==> config.mk <==
export PLATFORM = sky130hd
export DESIGN_NAME = imu_complementary_tilt_filter_top_flat
export DESIGN_NICKNAME = d
export VERILOG_FILES = /design/src/rtl/ictf_pkg.sv /design/src/rtl/ictf_stream_if.sv /design/src/rtl/ictf_front.sv /design/src/rtl/ictf_back.sv /design/src/rtl/imu_complementary_tilt_filter_top.sv /design/src/flat_wrapper.sv
export SDC_FILE = /design/constraint.sdc
export NUM_CORES = 1
export LEC_CHECK = 0
export BUFFER_PORTS_ARGS = -buffer_cell sky130_fd_sc_hd__buf_4
export CAP_MARGIN = 0
export CORE_ASPECT_RATIO = 1.5
export CORE_MARGIN = 2
export CORE_UTILIZATION = 58
export CTS_CLUSTER_SIZE = 20
export DETAILED_ROUTE_END_ITERATION = 7
export GPL_TIMING_DRIVEN = 1
export PLACE_DENSITY = 0.86
export RECOVER_POWER = 25
export SLEW_MARGIN = 25
export SYNTH_ARGS = -nofsm -noshare
export SYNTH_HDL_FRONTEND = slang
export SYNTH_SLANG_ARGS = --single-unit
==> constraint.sdc <==
create_clock -name clk -period 8.7 [get_ports clk]
set_input_delay 2.175 -clock clk [delete_from_list [all_inputs] [get_ports clk]]
set_output_delay 2.175 -clock clk [all_outputs]
set_load 0.01 [all_outputs]
==> src/rtl/ictf_pkg.sv <==
// Package for the complementary tilt filter: widths, register indexes, atan table.
// No dependencies.
`timescale 1ns / 1ps
package ictf_pkg;
  localparam int AngW = 24;
  localparam int CordicSteps = 16;
  localparam int TabLen = 24;
  localparam int CordW = 40;
  localparam int ZW = 32;
  localparam int SqW = 42;
  localparam int RootW = 21;
  localparam int StepW = $clog2(TabLen + 1);

  localparam logic [1:0] REG_GYRO_WEIGHT = 2'd0;
  localparam logic [1:0] REG_ACCEL_WEIGHT = 2'd1;
  localparam logic [1:0] REG_SAMPLE_PERIOD = 2'd2;

  localparam logic signed [AngW-1:0] AngMax = 24'sh7FFFFF;
  localparam logic signed [AngW-1:0] AngMin = -24'sh800000;

  typedef struct packed {
    logic signed [15:0] rate_x;
    logic signed [15:0] rate_y;
    logic signed [15:0] accel_x;
    logic signed [15:0] accel_y;
    logic signed [15:0] accel_z;
  } imu_sample_t;

  typedef struct packed {
    logic signed [AngW-1:0] pitch_angle;
    logic signed [AngW-1:0] roll_angle;
    logic accel_applied;
  } tilt_result_t;

  typedef struct packed {
    logic signed [15:0] rate_x;
    logic signed [15:0] rate_y;
    logic signed [15:0] accel_x;
    logic signed [15:0] accel_y;
    logic signed [15:0] accel_z;
    logic gate_ok;
  } tilt_job_t;

  function automatic logic [ZW-1:0] atan_entry(input logic [StepW-1:0] i);
    case (i)
      5'd0: atan_entry = 32'd2949120;
      5'd1: atan_entry = 32'd1740967;
      5'd2: atan_entry = 32'd919879;
      5'd3: atan_entry = 32'd466945;
      5'd4: atan_entry = 32'd234379;
      5'd5: atan_entry = 32'd117304;
      5'd6: atan_entry = 32'd58666;
      5'd7: atan_entry = 32'd29335;
      5'd8: atan_entry = 32'd14668;
      5'd9: atan_entry = 32'd7334;
      5'd10: atan_entry = 32'd3667;
      5'd11: atan_entry = 32'd1833;
      5'd12: atan_entry = 32'd917;
      5'd13: atan_entry = 32'd458;
      5'd14: atan_entry = 32'd229;
      5'd15: atan_entry = 32'd115;
      5'd16: atan_entry = 32'd57;
      5'd17: atan_entry = 32'd29;
      5'd18: atan_entry = 32'd14;
      5'd19: atan_entry = 32'd7;
      5'd20: atan_entry = 32'd4;
      5'd21: atan_entry = 32'd2;
      5'd22: atan_entry = 32'd1;
      default: atan_entry = '0;
    endcase
  endfunction

  function automatic logic signed [AngW-1:0] sat24(input logic signed [47:0] v);
    if (v > 48'(AngMax)) sat24 = AngMax;
    else if (v < 48'(AngMin)) sat24 = AngMin;
    else sat24 = v[AngW-1:0];
  endfunction
endpackage

==> src/rtl/ictf_stream_if.sv <==
// Valid/ready channel interface carrying one payload of type T.
// Uses ictf_pkg types at instantiation.
`timescale 1ns / 1ps
interface ictf_stream_if #(parameter type T = logic) (input logic clk);
  logic valid;
  logic ready;
  T payload;
  modport source (output valid, output payload, input ready);
  modport sink (input valid, input payload, output ready);
endinterface

==> src/rtl/ictf_front.sv <==
// Front end: accepts IMU samples, computes the accel gate, pushes a job queue.
// Depends on ictf_pkg.
`timescale 1ns / 1ps
module ictf_front import ictf_pkg::*; (
  input  logic        clk,
  input  logic        rst,
  input  imu_sample_t in_data,
  input  logic        in_valid,
  output logic        in_ready,
  output tilt_job_t   job,
  output logic        job_valid,
  input  logic        job_ready
);
  tilt_job_t q [2];
  logic [1:0] count;
  logic rd_ptr, wr_ptr;
  logic push, pop;
  logic [16:0] ax_abs, ay_abs, az_abs;
  logic [17:0] mag;
  tilt_job_t incoming;

  always_comb begin
    ax_abs = in_data.accel_x[15] ? 17'(-17'(signed'(in_data.accel_x))) : 17'(in_data.accel_x);
    ay_abs = in_data.accel_y[15] ? 17'(-17'(signed'(in_data.accel_y))) : 17'(in_data.accel_y);
    az_abs = in_data.accel_z[15] ? 17'(-17'(signed'(in_data.accel_z))) : 17'(in_data.accel_z);
    mag = 18'(ax_abs) + 18'(ay_abs) + 18'(az_abs);
    incoming.rate_x = in_data.rate_x;
    incoming.rate_y = in_data.rate_y;
    incoming.accel_x = in_data.accel_x;
    incoming.accel_y = in_data.accel_y;
    incoming.accel_z = in_data.accel_z;
    incoming.gate_ok = (mag > 18'd2048) && (mag < 18'd8192);
  end

  assign in_ready = (count != 2'd2);
  assign push = in_valid && in_ready;
  assign job_valid = (count != 2'd0);
  assign pop = job_valid && job_ready;
  assign job = q[rd_ptr];

  always_ff @(posedge clk) begin
    if (push) q[wr_ptr] <= incoming;
    if (rst) begin
      count <= '0;
      rd_ptr <= 1'b0;
      wr_ptr <= 1'b0;
    end else begin
      if (push) wr_ptr <= ~wr_ptr;
      if (pop) rd_ptr <= ~rd_ptr;
      count <= count + 2'(push) - 2'(pop);
    end
  end

  a_no_overflow: assert property (@(posedge clk) disable iff (rst)
    count == 2'd2 |-> !push) else $error("job queue overflow");
  a_count_range: assert property (@(posedge clk) disable iff (rst)
    count != 2'd3) else $error("job queue count bad");
  a_count_track: assert property (@(posedge clk) disable iff (rst)
    push && !pop |=> count == $past(count) + 2'd1) else $error("count push");
endmodule

==> src/rtl/ictf_back.sv <==
// Back end: gyro integration, sqrt and CORDIC atan per axis, blend, output register.
// Depends on ictf_pkg.
`timescale 1ns / 1ps
module ictf_back import ictf_pkg::*; (
  input  logic         clk,
  input  logic         rst,
  input  tilt_job_t    job,
  input  logic         job_valid,
  output logic         job_ready,
  input  logic [15:0]  gyro_weight,
  input  logic [15:0]  accel_weight,
  input  logic [15:0]  sample_period,
  output tilt_result_t res,
  output logic         res_valid,
  input  logic         res_ready
);
  typedef enum logic [7:0] {
    S_IDLE  = 8'b00000001,
    S_INTEG = 8'b00000010,
    S_SQRT  = 8'b00000100,
    S_CORD  = 8'b00001000,
    S_BLEND = 8'b00010000,
    S_MULT  = 8'b00100000,
    S_SUM   = 8'b01000000,
    S_DONE  = 8'b10000000
  } state_t;

  state_t state;
  tilt_job_t cur;
  logic axis;  // 0: pitch, 1: roll
  logic signed [AngW-1:0] pitch, roll;
  logic signed [32:0] dprod_r, dprod_p;
  logic [SqW-1:0] sq_v, sq_bit;
  logic [SqW-1:0] sq_r;
  logic signed [CordW-1:0] cx, cy;
  logic signed [ZW-1:0] cz;
  logic [StepW-1:0] step;
  logic signed [AngW-1:0] tilt_ang;
  logic signed [47:0] prod_a, prod_b;
  logic [SqW-1:0] sq_pitch, sq_roll;
  logic signed [31:0] xx_sq, yy_sq, zz_sq;
  logic signed [15:0] num_v, c_v;
  logic signed [CordW-1:0] xs, ys;
  logic signed [ZW-1:0] zr;
  logic signed [AngW-1:0] ang_sel;
  logic signed [47:0] blend_sum;
  logic cord_last;
  logic applied;

  always_comb begin
    num_v = axis ? cur.accel_y : cur.accel_x;
    c_v = cur.accel_z;
    xx_sq = cur.accel_x * cur.accel_x;
    yy_sq = cur.accel_y * cur.accel_y;
    zz_sq = c_v * c_v;
    sq_pitch = (SqW'(unsigned'(yy_sq)) + SqW'(unsigned'(zz_sq))) << 8;
    sq_roll = (SqW'(unsigned'(xx_sq)) + SqW'(unsigned'(zz_sq))) << 8;
    xs = cx >>> step;
    ys = cy >>> step;
    zr = (cz + 32'sd128) >>> 8;
    ang_sel = axis ? roll : pitch;
    blend_sum = prod_a + prod_b + 48'sd32768;
    cord_last = (step == StepW'(CordicSteps - 1)) || (step == StepW'(TabLen - 1));
  end

  assign job_ready = (state == S_IDLE);
  assign res_valid = (state == S_DONE);

  always_ff @(posedge clk) begin
    if (rst) begin
      state <= S_IDLE;
      pitch <= '0;
      roll <= '0;
      axis <= 1'b0;
    end else begin
      case (state)
        S_IDLE: if (job_valid) begin
          cur <= job;
          dprod_r <= $signed(33'(job.rate_x)) * $signed({1'b0, sample_period});
          dprod_p <= $signed(33'(job.rate_y)) * $signed({1'b0, sample_period});
          state <= S_INTEG;
        end
        S_INTEG: begin
          roll <= sat24(48'(roll) + 48'((dprod_r + 33'sd2048) >>> 12));
          pitch <= sat24(48'(pitch) - 48'((dprod_p + 33'sd2048) >>> 12));
          axis <= 1'b0;
          if (cur.gate_ok) begin
            sq_v <= sq_pitch;
            sq_r <= '0;
            sq_bit <= SqW'(1) << (SqW - 2);
            state <= S_SQRT;
          end else begin
            applied <= 1'b0;
            state <= S_DONE;
          end
        end
        S_SQRT: begin
          // restoring square root, one result bit per cycle
          if (sq_bit == '0) begin
            cx <= CordW'(sq_r);
            cy <= CordW'(num_v) <<< 4;
            cz <= '0;
            step <= '0;
            state <= S_CORD;
          end else begin
            if (sq_v >= sq_r + sq_bit) begin
              sq_v <= sq_v - (sq_r + sq_bit);
              sq_r <= (sq_r >> 1) + sq_bit;
            end else begin
              sq_r <= sq_r >> 1;
            end
            sq_bit <= sq_bit >> 2;
          end
        end
        S_CORD: begin
          if (cy >= 0) begin
            cx <= cx + ys;
            cy <= cy - xs;
            cz <= cz + $signed(atan_entry(step));
          end else begin
            cx <= cx - ys;
            cy <= cy + xs;
            cz <= cz - $signed(atan_entry(step));
          end
          if (cord_last) state <= S_BLEND;
          step <= step + 1'b1;
        end
        S_BLEND: begin
          tilt_ang <= zr[AngW-1:0];
          state <= S_MULT;
        end
        S_MULT: begin
          prod_a <= 48'(ang_sel) * $signed({1'b0, gyro_weight});
          prod_b <= 48'(tilt_ang) * $signed({1'b0, accel_weight});
          state <= S_SUM;
        end
        S_SUM: begin
          if (axis) roll <= sat24(blend_sum >>> 16);
          else pitch <= sat24(blend_sum >>> 16);
          if (axis) begin
            applied <= 1'b1;
            state <= S_DONE;
          end else begin
            axis <= 1'b1;
            sq_v <= sq_roll;
            sq_r <= '0;
            sq_bit <= SqW'(1) << (SqW - 2);
            state <= S_SQRT;
          end
        end
        S_DONE: if (res_ready) state <= S_IDLE;
        default: state <= S_IDLE;
      endcase
    end
  end

  assign res.pitch_angle = pitch;
  assign res.roll_angle = roll;
  assign res.accel_applied = applied;

  a_ready_idle: assert property (@(posedge clk) disable iff (rst)
    job_ready |-> !res_valid) else $error("accept while result pending");
  a_done_holds: assert property (@(posedge clk) disable iff (rst)
    res_valid && !res_ready |=> res_valid && $stable(pitch) && $stable(roll))
    else $error("result changed while stalled");
  a_cord_bound: assert property (@(posedge clk) disable iff (rst)
    state == S_CORD |-> step < StepW'(TabLen)) else $error("cordic step overrun");
endmodule

==> src/rtl/imu_complementary_tilt_filter_top.sv <==
// Complementary pitch/roll filter. Each accepted IMU sample gives one result
// transaction. A sample outside the accel gate only has its gyro rates
// integrated; one inside also runs the one-bit-per-cycle square root and the
// CORDIC iteration in the back end, which are reused for pitch and then roll.
// The back end takes no new job until its result is accepted, so output
// stalls hold it. A two-entry queue sits between front and back.
// Depends on ictf_pkg, ictf_stream_if, ictf_front, ictf_back.
`timescale 1ns / 1ps
module imu_complementary_tilt_filter_top import ictf_pkg::*; (
  input  logic        clk,
  input  logic        rst,
  ictf_stream_if.sink   in_ch,
  ictf_stream_if.source out_ch,
  input  logic        cfg_we,
  input  logic [1:0]  cfg_index,
  input  logic [15:0] cfg_data
);
  logic [15:0] gyro_weight, accel_weight, sample_period;
  tilt_job_t job;
  logic job_valid, job_ready;

  always_ff @(posedge clk) begin
    if (rst) begin
      gyro_weight <= 16'd64881;
      accel_weight <= 16'd655;
      sample_period <= 16'd1966;
    end else if (cfg_we) begin
      case (cfg_index)
        REG_GYRO_WEIGHT: gyro_weight <= cfg_data;
        REG_ACCEL_WEIGHT: accel_weight <= cfg_data;
        REG_SAMPLE_PERIOD: sample_period <= cfg_data;
        default: ;
      endcase
    end
  end

  ictf_front u_front (
    .clk, .rst,
    .in_data(in_ch.payload), .in_valid(in_ch.valid), .in_ready(in_ch.ready),
    .job, .job_valid, .job_ready
  );

  ictf_back u_back (
    .clk, .rst, .job, .job_valid, .job_ready,
    .gyro_weight, .accel_weight, .sample_period,
    .res(out_ch.payload), .res_valid(out_ch.valid), .res_ready(out_ch.ready)
  );
endmodule
==> src/flat_wrapper.sv <==
// flat-port wrapper written by rule: the top's interface ports become plain ports
module imu_complementary_tilt_filter_top_flat import ictf_pkg::*;
  (clk, rst, cfg_we, cfg_index, cfg_data, in_ch_valid, in_ch_payload, in_ch_ready, out_ch_valid, out_ch_payload, out_ch_ready);
  ictf_stream_if in_ch_i (.clk(clk));
  ictf_stream_if out_ch_i (.clk(clk));
  input  logic clk;
  input  logic rst;
  input  logic cfg_we;
  input  logic [1:0] cfg_index;
  input  logic [15:0] cfg_data;
  input wire logic [$bits(in_ch_i.valid)-1:0] in_ch_valid;
  input wire logic [$bits(in_ch_i.payload)-1:0] in_ch_payload;
  output wire logic [$bits(in_ch_i.ready)-1:0] in_ch_ready;
  output wire logic [$bits(out_ch_i.valid)-1:0] out_ch_valid;
  output wire logic [$bits(out_ch_i.payload)-1:0] out_ch_payload;
  input wire logic [$bits(out_ch_i.ready)-1:0] out_ch_ready;
  assign in_ch_i.valid = in_ch_valid;
  assign in_ch_i.payload = in_ch_payload;
  assign in_ch_ready = in_ch_i.ready;
  assign out_ch_valid = out_ch_i.valid;
  assign out_ch_payload = out_ch_i.payload;
  assign out_ch_i.ready = out_ch_ready;
  imu_complementary_tilt_filter_top u_core (.clk(clk), .rst(rst), .in_ch(in_ch_i), .out_ch(out_ch_i), .cfg_we(cfg_we), .cfg_index(cfg_index), .cfg_data(cfg_data));
endmodule
==> results.md, run 1 <==
* Outcome: complete, but fails checks
* Violated checks: capacitance limit, slew limit
* Longest Clk Path Bufs at 2
* Worst path bufs/invs at 1
* Largest net degree at the start of global routing at 26
* Synth top area share at 47.2%
* Die Wd at 48.5 um
* Psw at roughly 99 uW
* Fmax at approximately 240 MHz
* #FFs+latches synth at 38
* Vias in the first global route at 1,142
* Syn Inst Count at 143
* Area after DPL at 1810 um2
* Asr flop ratio synth at 0%
* Remaining antenna violation count at 0
* Chip height at ~71 um
* First-pass GRT wire length at a little over 5 mm
* Internal at 288 uW
* Placer Congestion at 0.747
* Synth Warn # at 0
* Number of diodes at 0
* Post-CTS sizing at 0
* Sequential share of power at 53.1%
* Post-synth top flop: edfxtp_1
* DRC viols at 0
* Core Rows at 24
* Post-Syn Nets at 170
* Worst min path class: reg -> reg
* TritonCTS clock tree: built
* Setup crit end kind: register
* Root Buffer: clkbuf_8
* Clock transition at path regs at 80 ps
* Switch share at 25.5%
* Vias at ~1,100
* Critical path data arrival time at 4170 ps
* Overall Global Routing Usage at 19.4%
* Post-route setup TNS at 0 ps
* Power per cell area at 208 nW/um2
* Final setup fails at 0
* Pre-Repair DR Iteration Count at 4
* Placed insts at 186
* Initial Utilization at 60.3%
* Synth unique cells at 37
* Delay-heaviest family, CP: simple AND/OR/NAND/NOR gates
* Crit path cell chain: or4_1 -> nor4_1 -> and3_1 -> o2bb2ai_1 -> buf_4
* Crit-path slowest cell: nor4_1
* Pleak at roughly 0.7 nW
* I/O Buffers at 6
* H-Tree Depth at 2
* Ports at 27
* Maximum vdd ir drop at between 0.15 and 0.2 mV
* Post-Place Setup Slack at 4910 ps
* Transition time of the tightest slew-check pin at approximately 2600 ps
* Endpoints failing hold at 0
* Total CTS buffers at 5
* Quantity of hold-fixing buffers added after cts at 0
* Worst-path fanout max at 25
* Syn_area_per_cell at 12.0 um2
* Final std cells w/o fill at just under 200
* CP Class: reg -> reg
* Post-route cell area at 1860 um2
* Cell taking the most area after synthesis: edfxtp_1
* CTS sink count at 38
* Clock share of power at 32.1%
* Comb pwr share at about 15%
* Worst Skew at 8.38 ps
* Die ar. at 3420 um2
* Total grt overflow at 0
* Core region area at 2850 um2
* Worst-Skew Late Latency at just under 300 ps
* Count of final max-slew check failures at 26
* Worst slew margin at -78.3%
* CP max stage delay at 2070 ps
* Setup Fix Bufs, Post-CTS at 0
* Routed WL per cell at between 10 and 15 um
* Post-Syn Area at 1720 um2
* RSZ-0062 raised after global routing: false
* Period utilization at roughly half
* DP HPWL at 2.05 mm
* Register area share after synthesis at 60.0%
* Nets at roughly 180
* Crit path time final at ~4200 ps
* Layout cell share with drive strength beyond 1 at about a tenth
* Post-synth EDFFs at 27
* Initial antenna violation count at 0
* Initial DRC count at 33
* Area delta synth->final at 8.44%
* CP required at 8670 ps
* Worst Slack Setup Final at 4500 ps
* Top cells by area in the synthesized netlist: edfxtp_1 (47%), dfxtp_1 (13%), and2_1 (7.6%)
* Startpoint Class: register
* Max Cap Viol at 1
* DR vias/cell at 5.71
* Post-Route WL at 2.90 mm
flip-flops by register name, summed over array words and instances (netlist names):
name,flops
u_core.u_back.applied,1
u_core.u_back.axis,1
u_core.u_back.sq_bit,21
u_core.u_back.state,8
u_core.u_back.step,5
u_core.u_front.count,2
cells in the final DEF (no fill, tap or decap), drive strengths merged:
cell,Yosys,final
a2111oi,1,1
a21oi,5,5
a31oi,2,2
a32o,1,1
and2,21,21
and3,4,4
and4,1,1
buf,3,6
clkbuf,0,7
clkinv,0,1
clkinvlp,0,1
dfxtp,11,11
edfxtp,27,27
ha,3,3
inv,3,3
nand2,9,9
nand2b,3,3
nand3,4,4
nand4b,1,1
nor2,10,10
nor2b,2,2
nor3,5,5
nor3b,2,2
nor4,6,6
nor4b,2,2
nor4bb,1,1
o21ai,1,1
o22ai,1,1
o2bb2ai,2,2
o31a,1,1
or3,2,2
or4,2,2
xnor2,4,4
xor2,3,3
synthesized netlist by cell type (2+ instances only):
| library cell | instances |
|---|---|
| nor3b_1 | 2 |
| nor4_1 | 3 |
| nor3_1 | 4 |
| o2bb2ai_1 | 2 |
| nand2_1 | 8 |
| buf_2 | 3 |
| nor2_1 | 10 |
| and2_1 | 21 |
| or3_1 | 2 |
| nor4b_1 | 2 |
| nand3_1 | 4 |
| a31oi_1 | 2 |
| ha_1 | 3 |
| xor2_1 | 3 |
| edfxtp_1 | 27 |
| nand2b_1 | 3 |
| inv_1 | 2 |
| nor2b_1 | 2 |
| nor4_2 | 2 |
| and3_1 | 4 |
| dfxtp_1 | 11 |
| a21oi_1 | 5 |
| xnor2_1 | 4 |
per-stage QoR:
stage / util, % / power [mW] / hold slack (ps)
CTS: 66.6 / 0.394 / 490
detailed placement: 63.3 / 0.270 / 480
finish: 65.4 / 0.387 / 503
floorplan: - / 0.255 / 442
global placement: 63.3 / 0.264 / 450
global route: 65.4 / 0.406 / 540
cell families (layout without fill, tap and decap cells):
logic type / after synthesis / count (layout) / share of synthesized area, %
adders and majority gates: 3 / 3 / 2.18
and+or+nand+nor: 75 / 75 / 27.2
buffers and inverters: 6 / 18 / 1.53
AOI/OAI and AO/OA: 14 / 14 / 5.53
DFF: 38 / 38 / 60.0
xor gates and xnor gates: 7 / 7 / 3.57
worst paths after layout:
check                                       startpoint                  endpoint  slack [ps]  cells past startpoint
worst max-delay path            u_core.u_back.state[5]  u_core.u_back.sq_bit[34]        4500                      5
worst max register to register  u_core.u_back.state[5]  u_core.u_back.sq_bit[34]        4500                      5
worst min register to register      u_core.u_back.axis    u_core.u_back.state[2]         500                      1
worst min-delay path                u_core.u_back.axis    u_core.u_back.state[2]         500                      1
cell type report:
class                           count  area [um2]
Clock buffer                        6        82.6
Timing Repair Buffer                7        48.8
Inverter                            3        11.3
Tap cell                           39        48.8
Fill cell                         218         988
Multi-Input combinational cell     99         629
Clock inverter                      2        12.5
Sequential cell                    38        1030
per-layer routing:
layer,GRT usage [%],vias up,routed length (um)
li1,-,542,-
met1,21.9,536,1230
met2,33.8,21,1500
met3,4.64,9,88
met4,10.8,0,84
met5,0,-,0
power by group through the flow:
stage	Sequential, mW	Clock (mW)	Combinational, mW
after global routing	0.207	0.136	0.0639
final	0.205	0.124	0.0573
after CTS	0.206	0.127	0.0612
after floorplan	0.208	0	0.0468
after global placement	0.209	0	0.0547
after detailed placement	0.210	0	0.0606
Power figures use the tool's default switching activity.
==> run 2: changes to the inputs <==
ABC_AREA = 1   (was not set)
CORE_UTILIZATION = 50   (was 58)
PLACE_DENSITY = 0.79   (was 0.86)
clock period = 3.75 ns   (was 8.7 ns; I/O delays follow)
==> run 2 against run 1 <==
Against the previous run:
- the run now ends clean
- wire length down 0.62%
- hold slack worse by 24 ps
- sequential share of layout area shrank 2.7 points
- design area up 5.0%
- clock-buffer cell count increased by 2
- utilization fell by 8.6 points
- critical path depth decreased by 1
- sequential power rose by 140%
- die area increased by 21%
- global-route usage decreased by 2.7 points
- via count increased by 14%
- critical path type is now reg -> out
==> results.md, run 2 <==
* Outcome: complete, no violations
* H-Tree Depth at 2 (unchanged)
* Count of final max-slew check failures at 0 (-100%)
* Post-CTS sizing at 0 (unchanged)
* Most frequent cells in the layout: nor2_1 (57), inv_1 (42), edfxtp_1 (27)
* Clock transition at path regs at 70 ps (about the same)
* Area delta synth->final at 8.15%
* Longest Clk Path Bufs at 2 (unchanged)
* TritonCTS clock tree: built
* Worst-Skew Late Latency at 290 ps (about the same)
* Top reg by flops: u_core.u_back.sq_bit
* Setup crit end kind: primary output
* Quantity of hold-fixing buffers added after cts at 0 (unchanged)
* Post-synth EDFFs at 27 (unchanged)
* Fmax at 447 MHz
* Post-route setup TNS at 0 ps (unchanged)
* Setup Fix Bufs, Post-CTS at 0 (unchanged)
* Crit path time final at between 2000 and 2500 ps
* Cell taking the most area after synthesis: edfxtp_1
* Total grt overflow at 0 (unchanged)
* DRC viols at 0 (unchanged)
* Syn Inst Count at 204 (+43%)
* Die ar. at 4130 um2 (+21%)
* Worst Skew at 2.83 ps (-5.55 ps)
* CP Class: reg -> out
* Nets at 243 (+34%)
* Max reg flops at 21 (unchanged)
* RSZ-0062 raised after global routing: false
* Crit path cell chain: nor2_1 -> nand2_1 -> nor3_1 -> buf_4
* Syn_area_per_cell at 8.87 um2 (-26%)
* Remaining antenna violation count at 0 (unchanged)
* CP max stage delay at 320 ps (-1750 ps)
* Biggest registers after layout: u_core.u_back.sq_bit: 21 flops, u_core.u_back.state: 8 flops, u_core.u_back.step: 5 flops
* Most frequent cells after synthesis: nor2_1 (52), inv_1 (40), edfxtp_1 (27)
* Pre-Repair DR Iteration Count at 4 (unchanged)
* Worst slew margin at 60.4% (+140 points)
* #FFs+latches synth at 38 (unchanged)
* Reg area at 1030 um2 (unchanged)
* Synth unique cells at 23 (-38%)
* Startpoint Class: register
* Area after DPL at 1910 um2 (+5.8%)
* Routed WL per cell at 11.1 um (-26%)
* Asr flop ratio synth at 0% (unchanged)
* Most common cell after layout, fill and taps aside: nor2_1
* Post-Place Setup Slack at 1620 ps (-3290 ps)
* Pleak at 0.893 nW (+29%)
* Layout cell share with drive strength beyond 1 at 10.1% (-0.18 points)
* Root Buffer: clkbuf_8
* Top cells by area in the synthesized netlist: edfxtp_1 (45%), dfxtp_1 (12%), nor2_1 (11%)
* Initial DRC count at 17 (-48%)
* Ports at 27 (unchanged)
* Endpoints failing hold at 0 (unchanged)
* Final setup fails at 0 (unchanged)
* Period utilization at 59.7%
* Overall Global Routing Usage at 16.7% (-2.7 points)
* Placer Congestion at 0.845 (+13%)
* Post-route cell area at 1960 um2 (+5.0%)
* Post-Route WL at 2.88 mm (-0.62%)
* Die Wd at 53.1 um (+9.7%)
* Worst-path fanout max at 4 (-84%)
* Total CTS buffers at 5 (unchanged)
* DP HPWL at 2.21 mm (+7.4%)
* Post-Syn Area at 1810 um2 (+5.3%)
* Post-Syn Nets at 231 (+36%)
* CP required at 2810 ps (-5860 ps)
* Initial antenna violation count at 0 (unchanged)
* I/O Buffers at 6 (unchanged)
* CTS sink count at 38 (unchanged)
* Placed insts at 251 (+35%)
* Core Rows at 26 (+8.3%)
* Synth Warn # at 0 (unchanged)
* Vias in the first global route at 1,271 (+11%)
* Critical path data arrival time at 1300 ps (-2870 ps)
* Fill cells at 344 (+58%)
* Number of diodes at 0 (unchanged)
* Largest net degree at the start of global routing at 23 (-12%)
* Power per cell area at 492 nW/um2 (+140%)
* Synth top area share at 44.8% (-2.4 points)
* First-pass GRT wire length at 4.95 mm (-1.9%)
* Initial Utilization at 52.5% (-7.8 points)
* Worst Slack Setup Final at 1510 ps (-2980 ps)
* Crit-path slowest cell: dfxtp_1
* Final std cells w/o fill at 259 (+34%)
* Core region area at 3450 um2 (+21%)
* Chip height at 77.7 um (+9.9%)
* Vias at 1,267 (+14%)
* Most common cell in the netlist: nor2_1
* Area of the multi-input gates at 564 um2 (-10%)
* Post-synth top flop: edfxtp_1
* Worst min path class: reg -> reg
* DR vias/cell at 4.89 (-14%)
* Maximum vdd ir drop at 0.313 mV (+93%)
* Max Cap Viol at 0 (-1)
* Transition time of the tightest slew-check pin at 594 ps (-2060 ps)
* Register area share after synthesis at 56.9% (-3.0 points)
[run 2: cell count changes after synthesis, moves of 10 or more]
cell,before,now
nor2_1,10,52
inv_1,2,40
and2_1,21,0
nand2_1,8,21
nand3_1,4,14
[run 2: layout make-up]
type                       instances  area share (%)
tap                               42            2.68
multi-input combinational        120            28.8
timing repair buffer               7            2.68
inverter                          44            8.56
clock buffer                       8            4.60
sequential                        38            52.7
[run 2: final timing paths]
kind	start	to	slack [ps]	depth (start not counted)
hold reg to reg	u_core.u_front.count[1]	u_core.u_front.count[1]	480	1
hold / removal	u_core.u_front.count[1]	u_core.u_front.count[1]	480	1
setup reg to reg	u_core.u_back.state[6]	u_core.u_back.step[4]	1880	5
setup / recovery	u_core.u_back.state[0]	out_ch_valid	1510	4
[run 2: routing by layer]
layer / GRT usage, % / vias to the layer above / share of wire, %
met3: 4.62 / 9 / 2.4
met4: 9.23 / 0 / 2.7
li1: - / 657 / -
met5: 0 / - / 0
met2: 30.0 / 16 / 55
met1: 16.2 / 585 / 39
[run 2: logic make-up (layout without fill, tap and decap cells)]
kind of cell | after synthesis | in the layout | synth area share (%)
XOR/XNOR | 1 | 1 | 0.484
AO/OA/AOI/OAI | 9 | 9 | 2.49
flip-flops | 38 | 38 | 56.9
buffers and inverters | 46 | 59 | 9.81
AND/OR/NAND/NOR | 107 | 107 | 28.2
adder cells (fa/ha/maj) | 3 | 3 | 2.07
[run 2: stage by stage]
step                utilization, %  hold slack [ps]  total power [mW]
floorplan                        -              444             0.657
global placement              55.4              467             0.693
detailed placement            55.4              468             0.699
CTS                           58.0              483             0.985
global route                  56.8              520              1.02
finish                        56.8              479             0.964
[run 2: where the power goes]
group	switching (mW)	internal, mW
Sequential	0.0155	0.478
Clock	0.135	0.150
Combinational	0.117	0.0688
Total	0.267	0.697
[run 2: worst max-delay path, delay by kind of cell, from the launching register on]
kind / cells / cell delay [ps]
and+or+nand+nor: 3 / 540
DFF: 1 / 320
buffers and inverters: 1 / 150
==> run 3: changes to the inputs <==
clock period = 2 ns   (was 3.75 ns; I/O delays follow)
==> run 3 against run 2 <==
Against the previous run:
- power grew 84%
- flip-flop and latch count stayed put
- largest power group unchanged
- worst setup slack worse by 1300 ps
==> results.md, run 3 (synthesis results as in run 2) <==
* Remaining antenna violation count at 0 (unchanged)
* Worst min path class: in -> reg
* Biggest registers after layout: u_core.u_back.sq_bit: 21 flops, u_core.u_back.state: 8 flops, u_core.u_back.step: 5 flops
* Number of diodes at 0 (unchanged)
* Max reg flops at 21 (unchanged)
* Transition time of the tightest slew-check pin at 586 ps (-7.83 ps)
* CTS sink count at 38 (unchanged)
* Outcome: complete, no violations
* I/O Buffers at 6 (unchanged)
* Total grt overflow at 0 (unchanged)
* Setup Fix Bufs, Post-CTS at 0 (unchanged)
* CP required at 1930 ps (-880 ps)
* Hold_sp: rst
* Final std cells w/o fill at 261 (+0.77%)
* Top reg by flops: u_core.u_back.sq_bit
* Core Rows at 26 (unchanged)
* Crit path time final at 1760 ps
* Power per cell area at 893 nW/um2 (+81%)
* First-pass GRT wire length at 5.10 mm (+3.1%)
* Post-route setup TNS at 0 ps (unchanged)
* Initial DRC count at 28 (+11)
* Routed WL per cell at 10.8 um (-2.6%)
* Startpoint Class: register
* RR Startpoint: u_core.u_back.state[6]
* Vias in the first global route at 1,207 (-5.0%)
* Endpoints failing hold at 0 (unchanged)
* Placed insts at 253 (+0.80%)
* Die Wd at 53.1 um (unchanged)
* Clock transition at path regs at 70 ps (about the same)
* Most common cell after layout, fill and taps aside: nor2_1
* Hold WS at 435 ps (-43.4 ps)
* Period utilization at 87.9%
* TritonCTS clock tree: built
* R2r setup slk at 240 ps (-1640 ps)
* Quantity of hold-fixing buffers added after cts at 0 (unchanged)
* Reg2reg end: u_core.u_back.step[0]
* Post-CTS sizing at 0 (unchanged)
* Final setup fails at 0 (unchanged)
* Layout cell share with drive strength beyond 1 at 12.3% (+2.2 points)
* Cell count of the worst hold path at 2 (+1)
* Fmax at 569 MHz
* Total CTS buffers at 5 (unchanged)
* Pre-Repair DR Iteration Count at 4 (unchanged)
* Initial Utilization at 52.5% (unchanged)
* Area delta synth->final at 9.74%
* Core region area at 3450 um2 (unchanged)
* Die ar. at 4130 um2 (unchanged)
* Maximum vdd ir drop at 0.677 mV (+120%)
* Reg2Reg Depth at 5 (unchanged)
* Placer Congestion at 0.891 (+5.4%)
* Ports at 27 (unchanged)
* Fill cells at 346 (+0.58%)
* RSZ-0062 raised after global routing: false
* Root Buffer: clkbuf_8
* Nets at 245 (+0.82%)
* DRC viols at 0 (unchanged)
* DP HPWL at 2.17 mm (-1.7%)
* H-Tree Depth at 2 (unchanged)
* Critical path data arrival time at 1690 ps (+390 ps)
* Longest Clk Path Bufs at 2 (unchanged)
* Hold worst-path end: u_core.u_front.count[0]
* Overall Global Routing Usage at 17.0% (+0.30 points)
* Chip height at 77.7 um (unchanged)
* Post-Route WL at 2.82 mm (-1.9%)
* Setup crit end kind: register
* Worst-path fanout max at 5 (+1)
* CP Class: reg -> reg
* Worst slew margin at 60.9% (+0.52 points)
* Pleak at 0.906 nW (+1.4%)
* Count of final max-slew check failures at 0 (unchanged)
* Vias at 1,286 (+1.5%)
* Max Cap Viol at 0 (unchanged)
* Most frequent cells in the layout: nor2_1 (55), inv_1 (42), edfxtp_1 (27)
* Largest net degree at the start of global routing at 23 (unchanged)
* Worst-Skew Late Latency at 280 ps (about the same)
* DR vias/cell at 4.93 (+0.72%)
* Initial antenna violation count at 0 (unchanged)
* Worst Skew at 6.02 ps (+3.19 ps)
[run 3: cell types whose count changed in the layout (fill, tap and decap cells not counted)]
cell	delta
buf_12	+1
nor2_2	+1
buf_4	+1
nor2_4	+1
clkbuf_1	-1
nor2_1	-2
clkinv_2	+2
inv_4	-1
clkinvlp_2	+1
clkbuf_8	-1
[run 3: worst max-delay path, stage by stage (launching register included)]
cell and delay, ps:
dfxtp_1 340, nor2_4 160, nand2_4 80, nor2_1 340
nor2_1 110, nor2_1 370
[run 3: final cells by class]
type	instances	area, um2	share of cell area [%]
clock buffer	6	72.6	3.65
clock inverter	2	10.0	0.504
inverter	44	166	8.38
multi-input combinational	120	574	28.9
sequential	38	1030	51.9
tap	42	52.6	2.64
timing repair buffer	9	80.1	4.03
[run 3: worst max path at each step]
stage	from	to	slack [ps]	depth (start not counted)
after global placement	u_core.u_back.state[6]	u_core.u_front.count[1]	230	11
final	u_core.u_back.state[6]	u_core.u_back.step[0]	240	5
after global routing	u_core.u_back.state[3]	u_core.u_front.count[1]	50	11
after detailed placement	u_core.u_back.state[6]	u_core.u_front.count[1]	180	11
after floorplan	u_core.u_back.state[6]	u_core.u_back.sq_bit[0]	50	5
after CTS	u_core.u_back.state[6]	u_core.u_front.count[1]	160	11
[run 3: metrics by stage]
step / setup WS, ps / instance area [um2] / power, mW / util (%)
2_1_floorplan: 49.0 / 1810 / 1.23 / -
3_3_place_gp: 232 / 1940 / 1.31 / 56.2
4_1_cts: 158 / 2020 / 1.82 / 58.6
3_5_place_dp: 182 / 1940 / 1.32 / 56.2
6_report: 242 / 1990 / 1.77 / 57.6
5_1_grt: 51.5 / 1990 / 1.89 / 57.6
[run 3: per-layer routing]
metal  global-route usage (%)  up-vias  share of wire (%)
met5                        0        -                  0
met4                     8.97        0                3.2
met3                     5.19       10                3.3
met2                     27.6       20                 54
met1                     19.4      594                 39
li1                         -      662                  -
[run 3: power breakdown]
part | total [mW] | leakage (nW) | internal, mW | switching, mW
Combinational | 0.354 | 0.521 | 0.138 | 0.216
Sequential | 0.931 | 0.341 | 0.897 | 0.0342
Clock | 0.490 | 0.0450 | 0.241 | 0.248
Total | 1.77 | 0.906 | 1.28 | 0.499
